===== src/rtl/prtme_pkg.sv =====
// package: widths, datapath commands and status for the modexp unit
`default_nettype none
package prtme_pkg;
  localparam int unsigned Width = 16;
  localparam int unsigned CntW  = 5;
  localparam logic [Width-1:0] ModReset = Width'(2);

  typedef enum logic [2:0] {
    MOD_B   = 3'd0,  // b = b mod m
    MUL_ACC = 3'd1,  // acc = acc*b mod m
    MUL_SQR = 3'd2,  // b = b*b mod m
    MUL_P   = 3'd3   // acc = acc*b mod m (root test power)
  } mul_op_e;

  typedef struct packed {
    logic           load;   // load operands, init acc
    logic           start;  // start a modular operation
    mul_op_e        op;
    logic           shift;  // next exponent bit
    logic           inc;    // root test index increment
  } dp_cmd_t;

  typedef struct packed {
    logic busy;
    logic ebit;
    logic bit_last;
    logic acc_one;
    logic idx_end;   // i + 1 >= m
    logic opcode;
    logic mod_zero;
    logic exp_zero;
  } dp_sts_t;
endpackage
`default_nettype wire


===== src/rtl/primitive_root_test_modexp_unit.sv =====
// top level: modexp and primitive root test unit with output register
//
// channel   dir  handshake              payload
// s_axis    in   s_axis_tvalid/tready   tdata[15:0] base, [31:16] exponent; tuser opcode
// m_axis    out  m_axis_tvalid/tready   tdata[15:0] value; tuser error
// cfg       in   cfg_valid_i/ready_o    cfg_data_i modulus
//
// each modular operation is 32 bit-serial restoring steps; exponentiation reduces the base once, then
// squares for every exponent bit and multiplies first for each set bit; the root test takes
// one power per index, up to m-2 indexes.
// one item at a time; the next is taken once the result moved to the output register.
// reset sets the modulus to 2 and empties the output register; no clearing pass.
`default_nettype none
module primitive_root_test_modexp_unit import prtme_pkg::*; (
  input  wire logic        clk_i,
  input  wire logic        rst_ni,
  input  wire logic        s_axis_tvalid,
  output logic             s_axis_tready,
  input  wire logic [31:0] s_axis_tdata,   // base, exponent
  input  wire logic [0:0]  s_axis_tuser,   // opcode
  output logic             m_axis_tvalid,
  input  wire logic        m_axis_tready,
  output logic [15:0]      m_axis_tdata,   // value
  output logic [0:0]       m_axis_tuser,   // error
  input  wire logic        cfg_valid_i,
  output logic             cfg_ready_o,
  input  wire logic [15:0] cfg_data_i
);
  logic [Width-1:0] mod_q, val, val_q;
  logic err, err_q, ovalid_q, idle, done, in_fire;
  dp_cmd_t cmd;
  dp_sts_t sts;
  logic [Width-1:0] acc;

  assign cfg_ready_o   = 1'b1;
  assign s_axis_tready = idle;
  assign in_fire       = s_axis_tvalid && s_axis_tready;

  // modulus register
  always_ff @(posedge clk_i or negedge rst_ni) begin
    if (!rst_ni) mod_q <= ModReset;
    else if (cfg_valid_i) mod_q <= cfg_data_i;
  end

  prtme_datapath u_dp (
    .clk_i, .rst_ni, .cmd_i(cmd), .opcode_i(s_axis_tuser[0]),
    .base_i(s_axis_tdata[15:0]), .exponent_i(s_axis_tdata[31:16]),
    .modulus_i(mod_q), .sts_o(sts), .acc_o(acc)
  );

  prtme_ctrl u_ctrl (
    .clk_i, .rst_ni, .in_fire_i(in_fire),
    .out_free_i(!ovalid_q || m_axis_tready), .sts_i(sts), .acc_i(acc),
    .cmd_o(cmd), .idle_o(idle), .done_o(done), .value_o(val), .error_o(err)
  );

  // output register
  always_ff @(posedge clk_i or negedge rst_ni) begin
    if (!rst_ni) ovalid_q <= 1'b0;
    else if (done) ovalid_q <= 1'b1;
    else if (m_axis_tready) ovalid_q <= 1'b0;
  end
  always_ff @(posedge clk_i) begin
    if (done) begin
      val_q <= val;
      err_q <= err;
    end
  end

  assign m_axis_tvalid   = ovalid_q;
  assign m_axis_tdata    = val_q;
  assign m_axis_tuser[0] = err_q;
endmodule
`default_nettype wire


===== src/rtl/prtme_datapath.sv =====
// datapath: operand registers, multiplier and bit-serial modulo reduction
`default_nettype none
module prtme_datapath import prtme_pkg::*; (
  input  wire logic             clk_i,
  input  wire logic             rst_ni,
  input  wire dp_cmd_t          cmd_i,
  input  wire logic             opcode_i,
  input  wire logic [Width-1:0] base_i,
  input  wire logic [Width-1:0] exponent_i,
  input  wire logic [Width-1:0] modulus_i,
  output dp_sts_t               sts_o,
  output logic      [Width-1:0] acc_o
);
  localparam int unsigned PW = 2 * Width;
  localparam int unsigned RemW = Width + 1;

  logic [Width-1:0] m_q, b_q, e_q, acc_q, idx_q;
  logic             op_q, ez_q;
  logic [CntW-1:0]  bcnt_q;
  // reduction state
  logic [PW-1:0]    num_q;
  logic [Width-1:0] rem_q;
  logic [CntW:0]    rcnt_q;
  logic             busy_q;
  mul_op_e          rop_q;
  logic [PW-1:0]    prod;
  logic [RemW-1:0]  trial;
  logic [RemW-1:0]  rnext;

  // product select: b alone, b*b or acc*b
  always_comb begin
    unique case (cmd_i.op)
      MOD_B:   prod = {{Width{1'b0}}, b_q};
      MUL_SQR: prod = b_q * b_q;
      default: prod = acc_q * b_q;
    endcase
  end

  // restoring remainder step, one numerator bit a cycle
  assign trial = {rem_q, num_q[PW-1]};
  assign rnext = (trial >= {1'b0, m_q}) ? trial - {1'b0, m_q} : trial;

  always_ff @(posedge clk_i or negedge rst_ni) begin
    if (!rst_ni) begin
      busy_q <= 1'b0;
      rcnt_q <= '0;
    end else if (cmd_i.start) begin
      busy_q <= 1'b1;
      rcnt_q <= (CntW+1)'(PW);
    end else if (busy_q) begin
      rcnt_q <= rcnt_q - 1'b1;
      if (rcnt_q == (CntW+1)'(1)) busy_q <= 1'b0;
    end
  end

  always_ff @(posedge clk_i) begin
    if (cmd_i.load) begin
      m_q    <= modulus_i;
      b_q    <= base_i;
      e_q    <= exponent_i;
      ez_q   <= (exponent_i == '0);
      op_q   <= opcode_i;
      acc_q  <= Width'(1);
      bcnt_q <= '0;
      idx_q  <= Width'(1);
    end else begin
      if (cmd_i.start) begin
        num_q <= prod;
        rem_q <= '0;
        rop_q <= cmd_i.op;
      end else if (busy_q) begin
        num_q <= {num_q[PW-2:0], 1'b0};
        rem_q <= rnext[Width-1:0];
        if (rcnt_q == (CntW+1)'(1)) begin
          if (rop_q == MOD_B || rop_q == MUL_SQR) b_q <= rnext[Width-1:0];
          else acc_q <= rnext[Width-1:0];
        end
      end
      if (cmd_i.shift) begin
        e_q    <= e_q >> 1;
        bcnt_q <= bcnt_q + 1'b1;
      end
      if (cmd_i.inc) idx_q <= idx_q + 1'b1;
    end
  end

  assign sts_o.busy     = busy_q;
  assign sts_o.ebit     = e_q[0];
  assign sts_o.bit_last = (bcnt_q == CntW'(Width - 1));
  assign sts_o.acc_one  = (acc_q == Width'(1));
  assign sts_o.idx_end  = ({1'b0, idx_q} + 1'b1) >= {1'b0, m_q};
  assign sts_o.opcode   = op_q;
  assign sts_o.mod_zero = (m_q == '0);
  assign sts_o.exp_zero = ez_q;
  assign acc_o          = acc_q;
endmodule
`default_nettype wire


===== src/rtl/prtme_ctrl.sv =====
// controller: sequences square-and-multiply and the root test loop
`default_nettype none
module prtme_ctrl import prtme_pkg::*; (
  input  wire logic             clk_i,
  input  wire logic             rst_ni,
  input  wire logic             in_fire_i,
  input  wire logic             out_free_i,
  input  wire dp_sts_t          sts_i,
  input  wire logic [Width-1:0] acc_i,
  output dp_cmd_t               cmd_o,
  output logic                  idle_o,
  output logic                  done_o,
  output logic      [Width-1:0] value_o,
  output logic                  error_o
);
  typedef enum logic [7:0] {
    S_IDLE = 8'b00000001,
    S_DISP = 8'b00000010,
    S_RB   = 8'b00000100,
    S_BIT  = 8'b00001000,
    S_WM   = 8'b00010000,
    S_WS   = 8'b00100000,
    S_WP   = 8'b01000000,
    S_OUT  = 8'b10000000
  } state_e;

  state_e state_q, state_d;
  logic [Width-1:0] val_q, val_d;
  logic err_q, err_d;
  logic wait_q, wait_d;  // masks the busy check in the cycle after a start

  always_comb begin
    state_d = state_q;
    val_d   = val_q;
    err_d   = err_q;
    wait_d  = 1'b0;
    cmd_o   = '0;
    cmd_o.op = MOD_B;
    unique case (state_q)
      S_IDLE: if (in_fire_i) begin
        cmd_o.load = 1'b1;
        state_d    = S_DISP;
      end
      S_DISP: begin
        if (sts_i.mod_zero) begin
          val_d = '0; err_d = 1'b1; state_d = S_OUT;
        end else if (sts_i.opcode && sts_i.idx_end) begin
          val_d = Width'(1); err_d = 1'b0; state_d = S_OUT;
        end else begin
          err_d = 1'b0;
          cmd_o.start = 1'b1; cmd_o.op = MOD_B; wait_d = 1'b1;
          state_d = S_RB;
        end
      end
      // root test: stop once the index reaches m-1, else next power; modexp goes on to the exponent bits
      S_RB: if (!wait_q && !sts_i.busy) begin
        if (sts_i.opcode && sts_i.idx_end) begin
          val_d = Width'(1); state_d = S_OUT;
        end else if (sts_i.opcode) begin
          cmd_o.start = 1'b1; cmd_o.op = MUL_P; wait_d = 1'b1; state_d = S_WP;
        end else state_d = S_BIT;
      end
      S_BIT: begin
        if (sts_i.ebit) begin
          cmd_o.start = 1'b1; cmd_o.op = MUL_ACC; wait_d = 1'b1; state_d = S_WM;
        end else begin
          cmd_o.start = 1'b1; cmd_o.op = MUL_SQR; wait_d = 1'b1; state_d = S_WS;
        end
      end
      S_WM: if (!wait_q && !sts_i.busy) begin
        cmd_o.start = 1'b1; cmd_o.op = MUL_SQR; wait_d = 1'b1; state_d = S_WS;
      end
      S_WS: if (!wait_q && !sts_i.busy) begin
        if (sts_i.bit_last) begin
          val_d = sts_i.exp_zero ? Width'(1) : acc_i; state_d = S_OUT;
        end else begin
          cmd_o.shift = 1'b1; state_d = S_BIT;
        end
      end
      S_WP: if (!wait_q && !sts_i.busy) begin
        if (sts_i.acc_one) begin
          val_d = '0; state_d = S_OUT;
        end else begin
          cmd_o.inc = 1'b1; state_d = S_RB;
        end
      end
      S_OUT: if (out_free_i) state_d = S_IDLE;
      default: state_d = S_IDLE;
    endcase
  end

  always_ff @(posedge clk_i or negedge rst_ni) begin
    if (!rst_ni) begin
      state_q <= S_IDLE;
      wait_q  <= 1'b0;
    end else begin
      state_q <= state_d;
      wait_q  <= wait_d;
    end
  end

  always_ff @(posedge clk_i) begin
    val_q <= val_d;
    err_q <= err_d;
  end

  assign idle_o  = (state_q == S_IDLE);
  assign done_o  = (state_q == S_OUT) && out_free_i;
  assign value_o = val_q;
  assign error_o = err_q;

  // an item is only loaded while idle
  a_load_idle: assert property (@(posedge clk_i) disable iff (!rst_ni)
    cmd_o.load |-> state_q == S_IDLE) else $error("load outside idle");
  // no new reduction while one runs
  a_no_restart: assert property (@(posedge clk_i) disable iff (!rst_ni)
    cmd_o.start |-> !sts_i.busy) else $error("reduction restarted");
  // error result always carries zero value
  a_err_zero: assert property (@(posedge clk_i) disable iff (!rst_ni)
    (state_q == S_OUT && err_q) |-> val_q == '0) else $error("error with value");
endmodule
`default_nettype wire

===== config.mk =====
export PLATFORM = sky130hd
export DESIGN_NAME = primitive_root_test_modexp_unit
export DESIGN_NICKNAME = d
export VERILOG_FILES = /design/src/rtl/prtme_pkg.sv /design/src/rtl/primitive_root_test_modexp_unit.sv /design/src/rtl/prtme_datapath.sv /design/src/rtl/prtme_ctrl.sv
export SDC_FILE = /design/constraint.sdc
export NUM_CORES = 1
export LEC_CHECK = 0
export BUFFER_PORTS_ARGS = -buffer_cell sky130_fd_sc_hd__buf_2
export CORE_ASPECT_RATIO = 0.8
export CORE_UTILIZATION = 42
export DETAILED_ROUTE_END_ITERATION = 7
export SLEW_MARGIN = 20
export SYNTH_ARGS = -nofsm -noshare
export SYNTH_HDL_FRONTEND = slang
export SYNTH_SLANG_ARGS = --single-unit
export TNS_END_PERCENT = 20

===== constraint.sdc =====
create_clock -name clk_i -period 13.05 [get_ports clk_i]
set_input_delay 0 -clock clk_i [delete_from_list [all_inputs] [get_ports clk_i]]
set_output_delay 0 -clock clk_i [all_outputs]
set_load 0.01 [all_outputs]

Word-level counts from Yosys, hierarchy flattened
Cells that the tools add are included.

Register bits after elaboration: 205. Input bits: 54. Output and inout bits: 20. Word-level logic and storage cells: 147.

Add/subtract/negate cells: 5. Multipliers: 2. $lt $le $gt $ge: 2. Eq/ne operators: 22. Muxes and demuxes: 66. Bitwise gates (word level): 3. Reductions and logical operators: 26.

Operators by type and width (number): $mux 16 (17); $mux 8 (11); $mul 16x16->32 (2); $mux 32 (2); $pmux 16 s4 (1); $pmux 32 s2 (1); $pmux 8 s8 (1); $ge 17x16->1 (2); $logic_not 16->1 (2); $mux 4 (6); $mux 1 (20); $mux 6 (3); $add 16x1->17 const B (1); $add 16x1->16 const B (1); $eq 16x1->1 const B (1); $pmux 4 s4 (1); $sub 16x16->16 (1); $ne 2x1->1 const B (7); $reduce_and 6->1 (2); $reduce_bool 2->1 (6); $eq 8x1->1 const B (1); $eq 8x2->1 const B (1); $eq 8x3->1 const B (1); $eq 8x4->1 const B (1); other kinds (21) (34).

Longest topological paths before layout
Depth after elaboration: 9. Gate-level depth with buffers: 26. Gate-level depth less buffers: 24.

Cells and area by module
A second synthesis with hierarchy kept.

Cell total of the unflattened synthesis: 2742. Area, all modules: 26178.9 sq um.

By module, submodules not included: prtme_datapath (instances 1, cells each 2547, area each 23447.5 sq um, sequential area each 3918.8 sq um); prtme_ctrl (instances 1, cells each 138, area each 1515.2 sq um, sequential area each 737.0 sq um); primitive_root_test_modexp_unit (instances 1, cells each 57, area each 1216.2 sq um, sequential area each 937.1 sq um).

Worst setup path after synthesis
OpenSTA, ideal clock, no wires.

Path type: flip-flop to flip-flop. Start: register u_dp.b_q[9]. End: register u_dp.num_q[27] (data pin). Library setup time: 254 ps. Arrival time: 6167 ps. Required time: 12796 ps. Slack: 6628 ps. Stages on the path, launching flop included: 24. Path buffers: 3. Period minus slack after synthesis: 6422 ps. Cell sequence: edfxtp_1 clkbuf_1 clkbuf_1 nand2_1 fa_1 fa_1 inv_1 fa_1 fa_1 fa_1 inv_1 fa_1 inv_1 ha_1 clkbuf_1 a21oi_1 o211ai_1 a21oi_1 nor3b_1 a211oi_1 o41ai_1 mux2i_1 a2111o_1 o21a_1.

Longest elaborated chain between the ends: 3. Elaborated cells between the ends (all ways): 4. Those cells by class: mul (2); mux (2).

RTL lines: start: declaration (line prtme_datapath.sv:17) `logic [Width-1:0] m_q, b_q, e_q, acc_q, idx_q;`; start signal: assignment (line prtme_datapath.sv:59) `b_q <= base_i;`; start signal: assignment (line prtme_datapath.sv:75) `if (rop_q == MOD_B || rop_q == MUL_SQR) b_q <= rnext[Width-1:0];`; $mul 16x16->32 (on tied branches) (line prtme_datapath.sv:35, prtme_datapath.sv:34); $pmux 32 s2 * (line prtme_datapath.sv:32) `unique case (cmd_i.op)`; $mux 32 * (line prtme_datapath.sv:67) `if (cmd_i.start) begin`; end signal: assignment (line prtme_datapath.sv:68) `num_q <= prod;`; end signal: assignment (line prtme_datapath.sv:72) `num_q <= {num_q[PW-2:0], 1'b0};`; end: declaration (line prtme_datapath.sv:21) `logic [PW-1:0] num_q;`.

Every way passes the cells marked *; elsewhere a longest branch is shown, timed or not. A chain may end at the register's enable or synchronous reset.

Final worst setup path
Start: register u_dp.b_q[12]. End: register u_dp.num_q[27] (data pin).

Same word-level chain as after synthesis.

==> qor.csv <==
metric;value;unit
outcome;completed;
synth_seq_area_share;21.5;%
critical_path_required;13.32;ns
grt_use_total;22.3;%
place_inst;3580;
synth_area_leader_cell;fa_1;
drc;0;
rr_startpoint;u_dp.b_q[12]$_DFFE_PP_;
nets;3499;
fp.coreArea;60200;um2
clockBufferDepth;3;
post_layout_nonfiller_instances;3687;
clk_latency;0.53;ns
cts_tree;yes;
tns;0;ns
synthTopCellsByArea;fa_1, edfxtp_1, ha_1;
min-delay-path-class;input port to asynchronous set/reset pin;
vias;19600;
row_count;80;
drive_gt1_share;6.49;%
finClkSkew;0.0128;ns
synth_simple_gate_area_share;15.7;%
dr.pass1.iters;5;
die_height;224;um
clk_pin_slew_worst_paths;0.07;ns
hold_ws;0.0785;ns
synthArstFlopShare;16.3;%
fin_crit_sh;57.1;%
cts-htree-levels;1;
cts_buffers;21;
routabilityCongestion;0.896;
antenna_found_initial;1;
first_global_vias;20600;
finalHoldViolCount;0;
syn_nets;3429;
final_common_cell;inv_1;
maxCapViolCount;0;
wl_per_cell;18.3;um
period_minus_slack;7.45;ns
slew_violations;0;
grt_pass1_wl;110000;um
endpoint_kind;register;
port_buffers;72;
synth.avg_cell_area;9.29;um2
synth_mux_area_share;1.85;%
drt-initial-drc-count;1452;
ys_seq_elements;203;
cp_max_fo;25;
start_util;42.9;%
relSlewSlack;29.1;%
critical_path_arrival;7.72;ns
syn_inst;2781;
final_cell_mix;inv_1, fa_1, nand2_1, ha_1, nor2_1;
avgViaCountPerCell;5.32;
hpwl;49900;um
ys_types;82;
synth_top_area_share;27.7;%
yosys.area_share.adder;39.1;%
worst_pin_slew;1.06;ns
grt_overflow;0;
yosysWarnings;0;
ctsRootBufferMaster;clkbuf_16;
synth-edff-count;133;
area_growth;9.92;%
synth_top_family_by_area;adder cells;
startpoint;u_dp.b_q[12]$_DFFE_PP_;
die_x;279;um
syn-cell-area;25800;um2
fmax;0.134;GHz
grt_max_degree;54;
fill_cells;5691;
die_area;62500;um2
start_kind;register;
rsz0062_at_grt;no;
routed_wl;67600;um
postRouteAntennaNets;0;
io_pins;74;
synth-compound-area-share;8.73;%
synth_xor_area_share;3.66;%
criticalPathCategory;register to register;
synth_ff_type;edfxtp_1;
cts_sinks;203;
setup_violations;0;
[cells in the mapped netlist (13+ instances only)]
| library cell | number |
|---|---|
| nand2_1 | 339 |
| a21oi_1 | 109 |
| nor3_1 | 22 |
| a21o_1 | 32 |
| nand2b_1 | 21 |
| edfxtp_1 | 133 |
| o21ai_0 | 58 |
| xnor2_1 | 62 |
| nand4_1 | 18 |
| dfrtp_1 | 31 |
| a22o_1 | 16 |
| a31oi_1 | 16 |
| and2_1 | 158 |
| inv_1 | 514 |
| fa_1 | 357 |
| ha_1 | 237 |
| clkbuf_1 | 117 |
| o211ai_1 | 13 |
| xor2_1 | 46 |
| nor2b_1 | 15 |
| a22oi_1 | 13 |
| nor4_1 | 19 |
| mux2i_1 | 22 |
| nor2_1 | 167 |
| mux2_2 | 22 |
| nand3_1 | 35 |
| and3_1 | 13 |
| dfxtp_1 | 37 |
[repair_timing]
item / CTS / global route
endpoints found under the setup margin: 0 / 0
gates resized for setup: 0 / 0
hold buffers: 68 / 0
setup buffers: 0 / 0
hold endpoints to repair: 87 / 0
[final timing paths]
path / slack, ns / end / cells after the start
hold reg to reg: 0.45 / u_dp.m_q[5]$_DFFE_PP_ / 0
setup / recovery: 5.60 / u_dp.num_q[27]$_DFFE_PP_ / 23
setup reg to reg: 5.60 / u_dp.num_q[27]$_DFFE_PP_ / 23
min in group clk_i: 0.21 / u_dp.op_q$_DFFE_PP_ / 2
max in group asynchronous: 12.48 / u_dp.rcnt_q[5]$_DFFE_PN0P_ / 2
hold / removal: 0.08 / mod_q[12]$_DFFE_PN0P_ / 2
[through the flow]
step / cell area (um2) / setup slack, ns / util, %
after floorplan: 25800 / 6.63 / -
after global placement: 27000 / 5.82 / 44.9
after detailed placement: 27000 / 5.75 / 44.9
after CTS: 28400 / 5.70 / 47.2
after global routing: 28400 / 5.18 / 47.2
final: 28400 / 5.60 / 47.2
[area by class of cell]
| class | instances | area, um2 | area share [%] |
|---|---|---|---|
| timing repair buffer | 172 | 1290 | 4.54 |
| inverter | 516 | 1940 | 6.82 |
| clock buffer | 27 | 589 | 2.08 |
| multi-input combinational | 1937 | 17900 | 63.0 |
| sequential | 203 | 5560 | 19.6 |
| clock inverter | 11 | 104 | 0.366 |
| tap | 820 | 1030 | 3.61 |
| antenna | 1 | 2.50 | 0.00881 |
[worst max-delay path, stage by stage, from the launching register on]
cell,delay (ns)
edfxtp_1,0.32
buf_4,0.36
clkinv_1,0.63
nor2_1,0.35
inv_1,0.08
fa_1,0.38
fa_1,0.38
inv_1,0.08
fa_1,0.43
fa_1,0.50
fa_1,0.49
inv_1,0.05
fa_1,0.48
inv_1,0.04
ha_1,0.35
a21oi_1,0.26
o21ai_0,0.13
a31oi_1,0.17
a21boi_0,0.52
o31ai_1,0.21
a31oi_1,0.40
nor4b_1,0.10
a2111o_1,0.34
o21a_1,0.12
[logic make-up (layout without fill, tap and decap cells)]
family / after synthesis / after routing
AND/OR/NAND/NOR: 848 / 848
buffers and inverters: 641 / 726
adder cells (fa/ha/maj): 594 / 594
AO/OA/AOI/OAI: 341 / 341
flip-flops: 203 / 203
XOR/XNOR: 108 / 108
multiplexers: 45 / 45
other: 1 / 2
[per-layer routing]
layer,part of all wire [%],up-vias,global-route usage (%)
li1,-,9032,-
met2,47,621,37.4
met1,45,9872,30.8
met3,5.9,99,2.68
met4,2.2,0,4.96
met5,0,-,0
[registers in the layout (all words and copies together), names as in the netlist, 5 cells and up]
register and flops:
u_dp.m_q 16, u_dp.acc_o 16, u_dp.num_q 32, u_dp.rem_q 16, m_axis_tdata 16, mod_q 16, u_dp.idx_q 16, u_dp.bcnt_q 5
u_dp.e_q 16, u_ctrl.value_o 16, u_ctrl.state_q 8, u_dp.rcnt_q 6, u_dp.b_q 16
Power is left out: the tool's default activity adds up to more than one toggle a clock period on the data nets, which glitch-free logic cannot reach.
